### src/rtl/core/rae_pkg.sv
// Shared types and constants for the register ALU execute block.
package rae_pkg;

    localparam int unsigned XLEN     = 32;
    localparam int unsigned REG_CNT  = 16;
    localparam int unsigned IDX_W    = 4;
    localparam int unsigned FLAG_W   = 4;

    // Flag bit positions inside the NZCV nibble
    localparam int unsigned FLAG_N = 3;
    localparam int unsigned FLAG_Z = 2;
    localparam int unsigned FLAG_C = 1;
    localparam int unsigned FLAG_V = 0;

    typedef enum logic [4:0] {
        OP_ADCS  = 5'd0,
        OP_ADD   = 5'd1,
        OP_ADDS  = 5'd2,
        OP_RSBS  = 5'd3,
        OP_SBCS  = 5'd4,
        OP_SUB   = 5'd5,
        OP_SUBS  = 5'd6,
        OP_ANDS  = 5'd7,
        OP_ORRS  = 5'd8,
        OP_EORS  = 5'd9,
        OP_BICS  = 5'd10,
        OP_ASRS  = 5'd11,
        OP_LSLS  = 5'd12,
        OP_LSRS  = 5'd13,
        OP_RORS  = 5'd14,
        OP_CMP   = 5'd15,
        OP_CMN   = 5'd16,
        OP_MOV   = 5'd17,
        OP_MOVS  = 5'd18,
        OP_MVNS  = 5'd19,
        OP_MULS  = 5'd20,
        OP_REV   = 5'd21,
        OP_REV16 = 5'd22,
        OP_REVSH = 5'd23,
        OP_SXTB  = 5'd24,
        OP_SXTH  = 5'd25,
        OP_UXTB  = 5'd26,
        OP_UXTH  = 5'd27,
        OP_TST   = 5'd28,
        OP_CPSID = 5'd29,
        OP_CPSIE = 5'd30,
        OP_NOP   = 5'd31
    } t_op;

    // Register file write port
    typedef struct packed {
        logic              en;
        logic [IDX_W-1:0]  idx;
        logic [XLEN-1:0]   data;
    } t_rf_wr;

    // What one operation produces
    typedef struct packed {
        logic [XLEN-1:0]   value;
        logic              write;
        logic [FLAG_W-1:0] flags;
        logic              mask;
    } t_alu_res;

endpackage

### src/rtl/core/rae_regfile.sv
// Register file with reset-valid bits, registered reads and write bypass.
module rae_regfile (
    input  logic                          i_clk,
    input  logic                          i_rst_n,
    input  logic                          i_rd_en,
    input  logic [rae_pkg::IDX_W-1:0]     i_rd_a_idx,
    input  logic [rae_pkg::IDX_W-1:0]     i_rd_b_idx,
    input  rae_pkg::t_rf_wr               i_wr,
    output logic [rae_pkg::XLEN-1:0]      o_a,
    output logic [rae_pkg::XLEN-1:0]      o_b
);

    logic [rae_pkg::XLEN-1:0]    mem [rae_pkg::REG_CNT];
    logic [rae_pkg::REG_CNT-1:0] r_vld;

    logic [rae_pkg::XLEN-1:0]    r_a_mem;
    logic [rae_pkg::XLEN-1:0]    r_b_mem;
    logic                        r_a_vld;
    logic                        r_b_vld;
    logic                        r_a_fwd;
    logic                        r_b_fwd;
    logic [rae_pkg::XLEN-1:0]    r_fwd_val;

    always_ff @(posedge i_clk) begin
        if (i_wr.en) begin
            mem[i_wr.idx] <= i_wr.data;
        end
        if (i_rd_en) begin
            r_a_mem <= mem[i_rd_a_idx];
            r_b_mem <= mem[i_rd_b_idx];
        end
    end

    always_ff @(posedge i_clk) begin
        if (!i_rst_n) begin
            r_vld   <= '0;
            r_a_vld <= 1'b0;
            r_b_vld <= 1'b0;
            r_a_fwd <= 1'b0;
            r_b_fwd <= 1'b0;
        end else begin
            if (i_wr.en) begin
                r_vld[i_wr.idx] <= 1'b1;
            end
            if (i_rd_en) begin
                r_a_vld <= r_vld[i_rd_a_idx];
                r_b_vld <= r_vld[i_rd_b_idx];
                // memory returns old data on a same-edge write: catch it here
                r_a_fwd <= i_wr.en && (i_wr.idx == i_rd_a_idx);
                r_b_fwd <= i_wr.en && (i_wr.idx == i_rd_b_idx);
            end
        end
    end

    always_ff @(posedge i_clk) begin
        if (i_wr.en) begin
            r_fwd_val <= i_wr.data;
        end
    end

    assign o_a = r_a_fwd ? r_fwd_val : (r_a_vld ? r_a_mem : '0);
    assign o_b = r_b_fwd ? r_fwd_val : (r_b_vld ? r_b_mem : '0);

endmodule

### src/rtl/core/rae_alu.sv
// Data-processing datapath: adder, shifter, logic, multiply, byte ops and flags.
module rae_alu (
    input  rae_pkg::t_op                   i_op,
    input  logic [rae_pkg::XLEN-1:0]       i_a,
    input  logic [rae_pkg::XLEN-1:0]       i_b,
    input  logic [rae_pkg::FLAG_W-1:0]     i_flags,
    input  logic                           i_mask,
    output rae_pkg::t_alu_res              o_res
);

    localparam int unsigned XLEN = rae_pkg::XLEN;

    logic [XLEN-1:0]   add_x;
    logic [XLEN-1:0]   add_y;
    logic              add_cin;
    logic [XLEN:0]     sum;
    logic [XLEN-1:0]   add_r;
    logic [3:0]        add_f;

    logic              c_old;
    logic              v_old;
    logic [7:0]        sh_n;
    logic [4:0]        sh_s;
    logic [4:0]        sh_s_m1;
    logic [4:0]        sh_s_neg;
    logic              sh_zero;
    logic              sh_small;
    logic              sh_32;

    logic [XLEN-1:0]   asr_r;
    logic              asr_c;
    logic [XLEN-1:0]   lsl_r;
    logic              lsl_c;
    logic [XLEN-1:0]   lsr_r;
    logic              lsr_c;
    logic [XLEN-1:0]   ror_r;
    logic              ror_c;
    logic [XLEN-1:0]   mul_r;
    logic [XLEN-1:0]   val;

    assign c_old = i_flags[rae_pkg::FLAG_C];
    assign v_old = i_flags[rae_pkg::FLAG_V];

    // One shared adder; subtracts feed the inverted operand with carry in
    always_comb begin
        add_x   = i_a;
        add_y   = i_b;
        add_cin = 1'b0;
        case (i_op) inside
            rae_pkg::OP_ADCS: begin
                add_cin = c_old;
            end
            rae_pkg::OP_RSBS: begin
                add_x   = '0;
                add_y   = ~i_a;
                add_cin = 1'b1;
            end
            rae_pkg::OP_SBCS: begin
                add_y   = ~i_b;
                add_cin = c_old;
            end
            rae_pkg::OP_SUB, rae_pkg::OP_SUBS, rae_pkg::OP_CMP: begin
                add_y   = ~i_b;
                add_cin = 1'b1;
            end
            default: begin
                add_cin = 1'b0;
            end
        endcase
    end

    assign sum   = {1'b0, add_x} + {1'b0, add_y} + {{XLEN{1'b0}}, add_cin};
    assign add_r = sum[XLEN-1:0];
    assign add_f = {add_r[XLEN-1], add_r == '0, sum[XLEN],
                    ((add_x ^ add_r) & (add_y ^ add_r)) >> (XLEN - 1) != '0};

    assign sh_n     = i_b[7:0];
    assign sh_s     = i_b[4:0];
    assign sh_s_m1  = sh_s - 5'd1;
    assign sh_s_neg = 5'd0 - sh_s;
    assign sh_zero  = (sh_n == 8'd0);
    assign sh_small = (sh_n[7:5] == 3'd0);
    assign sh_32    = (sh_n == 8'd32);

    always_comb begin
        if (sh_zero) begin
            asr_r = i_a;
            asr_c = c_old;
            lsl_r = i_a;
            lsl_c = c_old;
            lsr_r = i_a;
            lsr_c = c_old;
        end else if (sh_small) begin
            asr_r = XLEN'($signed(i_a) >>> sh_s);
            asr_c = i_a[sh_s_m1];
            lsl_r = i_a << sh_s;
            lsl_c = i_a[sh_s_neg];
            lsr_r = i_a >> sh_s;
            lsr_c = i_a[sh_s_m1];
        end else begin
            asr_r = {XLEN{i_a[XLEN-1]}};
            asr_c = i_a[XLEN-1];
            lsl_r = '0;
            lsl_c = sh_32 ? i_a[0] : 1'b0;
            lsr_r = '0;
            lsr_c = sh_32 ? i_a[XLEN-1] : 1'b0;
        end
    end

    // Rotate by the low five bits; a nonzero multiple of 32 leaves A as is
    always_comb begin
        ror_r = XLEN'({i_a, i_a} >> sh_s);
        ror_c = sh_zero ? c_old : ror_r[XLEN-1];
    end

    assign mul_r = XLEN'(i_a * i_b);

    always_comb begin
        val         = '0;
        o_res.write = 1'b1;
        o_res.flags = i_flags;
        o_res.mask  = i_mask;
        unique case (i_op) inside
            rae_pkg::OP_ADCS, rae_pkg::OP_ADDS, rae_pkg::OP_RSBS,
            rae_pkg::OP_SBCS, rae_pkg::OP_SUBS: begin
                val         = add_r;
                o_res.flags = add_f;
            end
            rae_pkg::OP_CMP, rae_pkg::OP_CMN: begin
                val         = add_r;
                o_res.flags = add_f;
                o_res.write = 1'b0;
            end
            rae_pkg::OP_ADD, rae_pkg::OP_SUB: begin
                val = add_r;
            end
            rae_pkg::OP_ANDS: begin
                val         = i_a & i_b;
                o_res.flags = {val[XLEN-1], val == '0, c_old, v_old};
            end
            rae_pkg::OP_TST: begin
                val         = i_a & i_b;
                o_res.flags = {val[XLEN-1], val == '0, c_old, v_old};
                o_res.write = 1'b0;
            end
            rae_pkg::OP_ORRS: begin
                val         = i_a | i_b;
                o_res.flags = {val[XLEN-1], val == '0, c_old, v_old};
            end
            rae_pkg::OP_EORS: begin
                val         = i_a ^ i_b;
                o_res.flags = {val[XLEN-1], val == '0, c_old, v_old};
            end
            rae_pkg::OP_BICS: begin
                val         = i_a & ~i_b;
                o_res.flags = {val[XLEN-1], val == '0, c_old, v_old};
            end
            rae_pkg::OP_ASRS: begin
                val         = asr_r;
                o_res.flags = {val[XLEN-1], val == '0, asr_c, v_old};
            end
            rae_pkg::OP_LSLS: begin
                val         = lsl_r;
                o_res.flags = {val[XLEN-1], val == '0, lsl_c, v_old};
            end
            rae_pkg::OP_LSRS: begin
                val         = lsr_r;
                o_res.flags = {val[XLEN-1], val == '0, lsr_c, v_old};
            end
            rae_pkg::OP_RORS: begin
                val         = ror_r;
                o_res.flags = {val[XLEN-1], val == '0, ror_c, v_old};
            end
            rae_pkg::OP_MOV: begin
                val = i_b;
            end
            rae_pkg::OP_MOVS: begin
                val         = i_b;
                o_res.flags = {val[XLEN-1], val == '0, c_old, v_old};
            end
            rae_pkg::OP_MVNS: begin
                val         = ~i_b;
                o_res.flags = {val[XLEN-1], val == '0, c_old, v_old};
            end
            rae_pkg::OP_MULS: begin
                val         = mul_r;
                o_res.flags = {val[XLEN-1], val == '0, c_old, v_old};
            end
            rae_pkg::OP_REV: begin
                val = {i_b[7:0], i_b[15:8], i_b[23:16], i_b[31:24]};
            end
            rae_pkg::OP_REV16: begin
                val = {i_b[23:16], i_b[31:24], i_b[7:0], i_b[15:8]};
            end
            rae_pkg::OP_REVSH: begin
                val = {{16{i_b[7]}}, i_b[7:0], i_b[15:8]};
            end
            rae_pkg::OP_SXTB: begin
                val = {{24{i_b[7]}}, i_b[7:0]};
            end
            rae_pkg::OP_SXTH: begin
                val = {{16{i_b[15]}}, i_b[15:0]};
            end
            rae_pkg::OP_UXTB: begin
                val = {24'd0, i_b[7:0]};
            end
            rae_pkg::OP_UXTH: begin
                val = {16'd0, i_b[15:0]};
            end
            rae_pkg::OP_CPSID: begin
                o_res.write = 1'b0;
                o_res.mask  = 1'b1;
            end
            rae_pkg::OP_CPSIE: begin
                o_res.write = 1'b0;
                o_res.mask  = 1'b0;
            end
            default: begin
                o_res.write = 1'b0;
            end
        endcase
        o_res.value = val;
    end

endmodule

### src/rtl/core/register_alu_execute_nzcv.sv
// Top level of the register ALU execute block with NZCV flags.
//
// Input channel: i_in_valid / o_in_stall carry one decoded data-processing
// operation per beat (mode, register numbers, immediate select, immediate).
// Output channel: o_out_valid / i_out_stall carry one result beat per input
// beat: value, register written, write flag, NZCV and interrupt mask after
// the operation.
// On the way from input beat to result beat, the operand stage reads the
// register file (registered read, with bypass of the write in flight),
// then the execute stage runs the ALU, writes back and loads the result.
// Throughput is one beat per cycle while the receiver does not stall; a
// dependent operation may follow in the very next cycle. The 32x32
// multiplier sits in the execute stage.
// Reset clears the pipeline, the flags, the interrupt mask and all sixteen
// registers (through per-register valid bits, so no clearing pass).
// While the receiver stalls, the result beat holds; the operand stage keeps
// its beat and o_in_stall rises once it is full.
module register_alu_execute_nzcv (
    input  logic                           i_clk,
    input  logic                           i_rst_n,
    input  logic                           i_in_valid,
    output logic                           o_in_stall,
    input  logic [4:0]                     i_mode,
    input  logic [rae_pkg::IDX_W-1:0]      i_dest_index,
    input  logic [rae_pkg::IDX_W-1:0]      i_first_index,
    input  logic [rae_pkg::IDX_W-1:0]      i_second_index,
    input  logic                           i_use_immediate,
    input  logic [rae_pkg::XLEN-1:0]       i_immediate,
    output logic                           o_out_valid,
    input  logic                           i_out_stall,
    output logic [rae_pkg::XLEN-1:0]       o_result_value,
    output logic [rae_pkg::IDX_W-1:0]      o_written_index,
    output logic                           o_write_done,
    output logic [rae_pkg::FLAG_W-1:0]     o_flags_nzcv,
    output logic                           o_interrupts_masked
);

    logic                           in_accept;
    logic                           out_ready;
    logic                           s1_fire;

    logic                           r_s1_valid;
    rae_pkg::t_op                   r_s1_op;
    logic [rae_pkg::IDX_W-1:0]      r_s1_dest;
    logic                           r_s1_use_imm;
    logic [rae_pkg::XLEN-1:0]       r_s1_imm;

    logic [rae_pkg::XLEN-1:0]       rf_a;
    logic [rae_pkg::XLEN-1:0]       rf_b;
    logic [rae_pkg::XLEN-1:0]       opnd_b;
    rae_pkg::t_rf_wr                rf_wr;
    rae_pkg::t_alu_res              alu_res;

    logic [rae_pkg::FLAG_W-1:0]     r_flags;
    logic                           r_mask;

    logic                           r_out_valid;
    logic [rae_pkg::XLEN-1:0]       r_out_value;
    logic [rae_pkg::IDX_W-1:0]      r_out_index;
    logic                           r_out_write;

    assign out_ready  = !r_out_valid || !i_out_stall;
    assign s1_fire    = r_s1_valid && out_ready;
    assign o_in_stall = r_s1_valid && !out_ready;
    assign in_accept  = i_in_valid && !o_in_stall;

    assign rf_wr.en   = s1_fire && alu_res.write;
    assign rf_wr.idx  = r_s1_dest;
    assign rf_wr.data = alu_res.value;

    rae_regfile u_regfile (
        .i_clk      (i_clk),
        .i_rst_n    (i_rst_n),
        .i_rd_en    (in_accept),
        .i_rd_a_idx (i_first_index),
        .i_rd_b_idx (i_second_index),
        .i_wr       (rf_wr),
        .o_a        (rf_a),
        .o_b        (rf_b)
    );

    assign opnd_b = r_s1_use_imm ? r_s1_imm : rf_b;

    rae_alu u_alu (
        .i_op    (r_s1_op),
        .i_a     (rf_a),
        .i_b     (opnd_b),
        .i_flags (r_flags),
        .i_mask  (r_mask),
        .o_res   (alu_res)
    );

    always_ff @(posedge i_clk) begin
        if (!i_rst_n) begin
            r_s1_valid  <= 1'b0;
            r_out_valid <= 1'b0;
            r_flags     <= '0;
            r_mask      <= 1'b0;
        end else begin
            if (in_accept || s1_fire) begin
                r_s1_valid <= in_accept;
            end
            if (out_ready) begin
                r_out_valid <= s1_fire;
            end
            if (s1_fire) begin
                r_flags <= alu_res.flags;
                r_mask  <= alu_res.mask;
            end
        end
    end

    always_ff @(posedge i_clk) begin
        if (in_accept) begin
            r_s1_op      <= rae_pkg::t_op'(i_mode);
            r_s1_dest    <= i_dest_index;
            r_s1_use_imm <= i_use_immediate;
            r_s1_imm     <= i_immediate;
        end
        if (s1_fire) begin
            r_out_value <= alu_res.value;
            r_out_index <= alu_res.write ? r_s1_dest : '0;
            r_out_write <= alu_res.write;
        end
    end

    // Flags and mask only advance together with the result register
    assign o_out_valid         = r_out_valid;
    assign o_result_value      = r_out_value;
    assign o_written_index     = r_out_index;
    assign o_write_done        = r_out_write;
    assign o_flags_nzcv        = r_flags;
    assign o_interrupts_masked = r_mask;

endmodule

### config.mk
export PLATFORM = sky130hd
export DESIGN_NAME = register_alu_execute_nzcv
export DESIGN_NICKNAME = d
export VERILOG_FILES = /design/src/rtl/core/rae_pkg.sv /design/src/rtl/core/rae_regfile.sv /design/src/rtl/core/rae_alu.sv /design/src/rtl/core/register_alu_execute_nzcv.sv
export SDC_FILE = /design/constraint.sdc
export NUM_CORES = 2
export LEC_CHECK = 0
export ABC_AREA = 0
export BUFFER_PORTS_ARGS = -buffer_cell sky130_fd_sc_hd__buf_2
export CORE_ASPECT_RATIO = 0.7
export CORE_UTILIZATION = 50
export DETAILED_ROUTE_END_ITERATION = 10
export PLACE_DENSITY_LB_ADDON = 0.15
export SETUP_SLACK_MARGIN = 0.5
export SYNTH_ARGS = -nofsm -noshare
export SYNTH_HDL_FRONTEND = slang
export SYNTH_SLANG_ARGS = --single-unit
### constraint.sdc
create_clock -name i_clk -period 12.5 [get_ports i_clk]
set_input_delay 2.5 -clock i_clk [delete_from_list [all_inputs] [get_ports i_clk]]
set_output_delay 2.5 -clock i_clk [all_outputs]
set_load 0.01 [all_outputs]
==> flow_summary_export.csv <==
group,metric,value,unit
floorplan,ios,98,
timing,tns,0,ps
worst_setup_path,slowest_delay,1220,ps
worst_setup_path,cp_max_fo,55,
route,vias,52400,
status,violations,"capacitance limit, slew limit",
final_layout,final-seq-area,21200,um2
job,drv_cap,4,
timing,period_share,92.2,%
clock_network,postCtsHoldBufs,0,
floorplan,die_h,290,um
power_and_ir_drop,ir_drop,0.138,mV
worst_setup_path,cp-end-kind,"register",
worst_setup_path,cp-start-kind,"register",
clock_network,cts-resized-gates,0,
place,gp_congestion,1.15,
worst_setup_path,arrival,12150,ps
worst_setup_path,cp.required,13120,ps
power_and_ir_drop,pwr-share-clk,33.1,%
synthesis,synth_ff_type,"edfxtp_1",
clock_network,clk_root_buffer_cell,"clkbuf_16",
worst_setup_path,crit_family,"adder cells",
power_and_ir_drop,switching_power,0.00197,W
worst_setup_path,crit_buf_inv,5,
timing,finalClockSkew,88.9,ps
timing,hold_viol_final,0,
worst_setup_path,slowest_stage,"xnor2_1",
clock_network,cts.path.max_buffers,3,
floorplan,rows,105,
clock_network,cts_tree,"built",
final_layout,fin_util,54.9,%
timing,fmax,86.7,MHz
synthesis,syn_nets,6032,
final_layout,nFillCells,9628,
floorplan,die-area,120000,um2
synthesis,avgSynthCellArea,11.1,um2
final_layout,layout.nets,6036,
clock_network,cts_buffers,59,
floorplan,initial_utilization,50.5,%
grt,grt_pass1_vias,49600,
route,vias_per_cell,7.56,
final_layout,multi_input_area,35400,um2
grt,antenna_found_initial,27,
route,drt-pass1-iter-count,10,
timing,slew_headroom,-6.77,%
power_and_ir_drop,leakagePower,21.9,nW
floorplan,core,117000,um2
grt,grtUsageTotal,50.8,%
route,wl,307000,um
timing,drv_slew,8,
power_and_ir_drop,p_per_area,95.6,nW/um2
grt,grt_pass1_wl,417000,um
synthesis,ys_types,97,
grt,grt_max_degree,87,
synthesis,synthCells,5316,
place,dpl.hpwl,221000,um
hold_path,hp-class,"reg2reg",
synthesis,syn_area,59200,um2
synthesis,async_flop_share,0,%
final_layout,syn_to_final_growth,8.78,%
clock_network,cts.sinks,714,
final_layout,drive_gt1_share,17.0,%
timing,rsz0062_at_grt,"no",
route,wl_per_cell,44.3,um
timing,hold_slack,498,ps
synthesis,seq_area_frac_synth,35.7,%
timing,min_period,11530,ps
route,drtIter0Drc,10300,
route,postRouteAntennaNets,0,
worst_setup_path,worst_path_most_repeated_cell,"fa_1",
power_and_ir_drop,power_frac_seq,45.3,%
power_and_ir_drop,totalPowerFinal,0.00616,W
status,outcome,"finished, violations left",
power_and_ir_drop,p_int,0.00420,W
synthesis,ys_ff_latch,714,
synthesis,synth-edff-count,687,
worst_setup_path,path_class,"reg2reg",
clock_network,htreeDepth,2,
clock_network,clk_pin_slew,100,ps
place,portBuffers,97,
timing,setup_viol,0,
power_and_ir_drop,power_switching_share,31.9,%
clock_network,postCtsSetupBuffers,0,
synthesis,synth-warning-count,0,
clock_network,clk_latency,700,ps
floorplan,die_x,413,um
timing,worst_pin_slew,1590,ps
route,drc,0,
power_and_ir_drop,p_comb_share,21.6,%
grt,grt.overflow.total,0,
==> registers in the layout, indices dropped and copies added (netlist names), 4 cells and up <==
signal               flops
o_flags_nzcv             4
o_result_value          32
o_written_index          4
r_s1_dest                4
r_s1_imm                32
r_s1_op                  5
u_regfile.mem          512
u_regfile.r_a_mem       32
u_regfile.r_b_mem       32
u_regfile.r_fwd_val     32
u_regfile.r_vld         16
==> cell usage after synthesis, drive strengths merged (15+ instances only) <==
cell     instances  area (um2)
nand4           58         369
nor3            67         347
nand2b          20         125
nor2b           35         226
a221o           21         211
a211oi          66         500
nor2           484        1820
xor2            21         184
a21o            30         228
o2111ai         15         149
o221ai          28         245
nor4            46         294
o21ai          267        1350
inv            371        1390
or3             19         124
buf            156         714
a21oi          226        1150
o21a            37         278
o22ai           80         500
fa             410        8210
dfxtp           27         541
ha             252        3150
clkbuf         246         923
nand3b          36         270
clkinv          20        75.1
nand2          599        2250
a221oi          60         526
o211ai          36         270
nand3           60         305
mux4           336        7570
edfxtp         687       20600
a22oi           65         488
xnor2          113         990
mux2i           78         785
a31oi           36         244
==> metrics by stage <==
step                area [um2]  std cells  setup slack, ps
detailed placement       62300       6810             1530
global route             64400       6922              951
global placement         62300       6810             1550
CTS                      64400       6921             1530
floorplan                59200       5316             2320
finish                   64400       6929              970
==> final cells by class <==
type / count / area share (%)
multi-input combinational: 3809 / 54.9
clock inverter: 48 / 0.905
sequential: 714 / 32.9
clock buffer: 63 / 2.31
antenna: 8 / 0.0311
inverter: 391 / 2.29
timing repair buffer: 345 / 3.72
tap: 1551 / 3.01
==> placed cells by master, fill, tap and decap left out, types with 36 or more instances in the layout <==
| cell | Yosys | layout |
|---|---|---|
| mux4_2 | 336 | 336 |
| mux2i_1 | 77 | 76 |
| edfxtp_1 | 687 | 687 |
| nor3_1 | 66 | 62 |
| a22oi_1 | 65 | 65 |
| a211oi_1 | 65 | 65 |
| clkbuf_16 | 0 | 59 |
| a21oi_1 | 221 | 219 |
| a221oi_1 | 60 | 54 |
| nand3b_1 | 36 | 36 |
| o211ai_1 | 36 | 36 |
| fa_1 | 410 | 410 |
| ha_1 | 252 | 252 |
| o21ai_0 | 251 | 225 |
| buf_2 | 55 | 91 |
| nand3_1 | 59 | 59 |
| o21a_1 | 37 | 37 |
| nand4_1 | 57 | 57 |
| nand2_1 | 599 | 599 |
| xnor2_1 | 113 | 113 |
| nor4_1 | 45 | 45 |
| inv_1 | 364 | 360 |
| buf_4 | 10 | 249 |
| o22ai_1 | 80 | 80 |
| nor2_1 | 484 | 464 |
==> kinds of logic after synthesis <==
kind of cell	share of synthesized area, %
AO/OA/AOI/OAI	12.5
XOR/XNOR	2.06
buffers and inverters	5.24
AND/OR/NAND/NOR	11.1
multiplexers	14.2
flip-flops	35.7
adder cells (fa/ha/maj)	19.2
==> routing by layer <==
metal	GRT usage (%)	up-vias	part of all wire, %
met5	0.722	-	0.15
met4	17.2	36	4.5
met3	28.6	959	19
met2	64.1	5417	38
met1	72.0	26400	38
li1	-	19600	-
==> power groups by stage <==
stage | combinational (W) | sequential [W] | clock (W)
2_1_floorplan | 0.000670 | 0.00282 | 0
3_3_place_gp | 0.00123 | 0.00284 | 0
3_5_place_dp | 0.00123 | 0.00284 | 0
4_1_cts | 0.00124 | 0.00279 | 0.00203
5_1_grt | 0.00133 | 0.00279 | 0.00210
6_report | 0.00133 | 0.00279 | 0.00204
==> worst paths after layout <==
kind / start / to / slack, ps / depth (start not counted)
max: u_regfile.r_b_fwd$_SDFFE_PN0P_ / o_flags_nzcv[2]$_SDFFE_PN0P_ / 970 / 29
min: u_regfile.r_vld[8]$_SDFFE_PN0P_ / u_regfile.r_vld[8]$_SDFFE_PN0P_ / 500 / 1
max reg2reg: u_regfile.r_b_fwd$_SDFFE_PN0P_ / o_flags_nzcv[2]$_SDFFE_PN0P_ / 970 / 29
min reg2reg: u_regfile.r_vld[8]$_SDFFE_PN0P_ / u_regfile.r_vld[8]$_SDFFE_PN0P_ / 500 / 1
No activity file was read; power rests on OpenSTA's default activity.
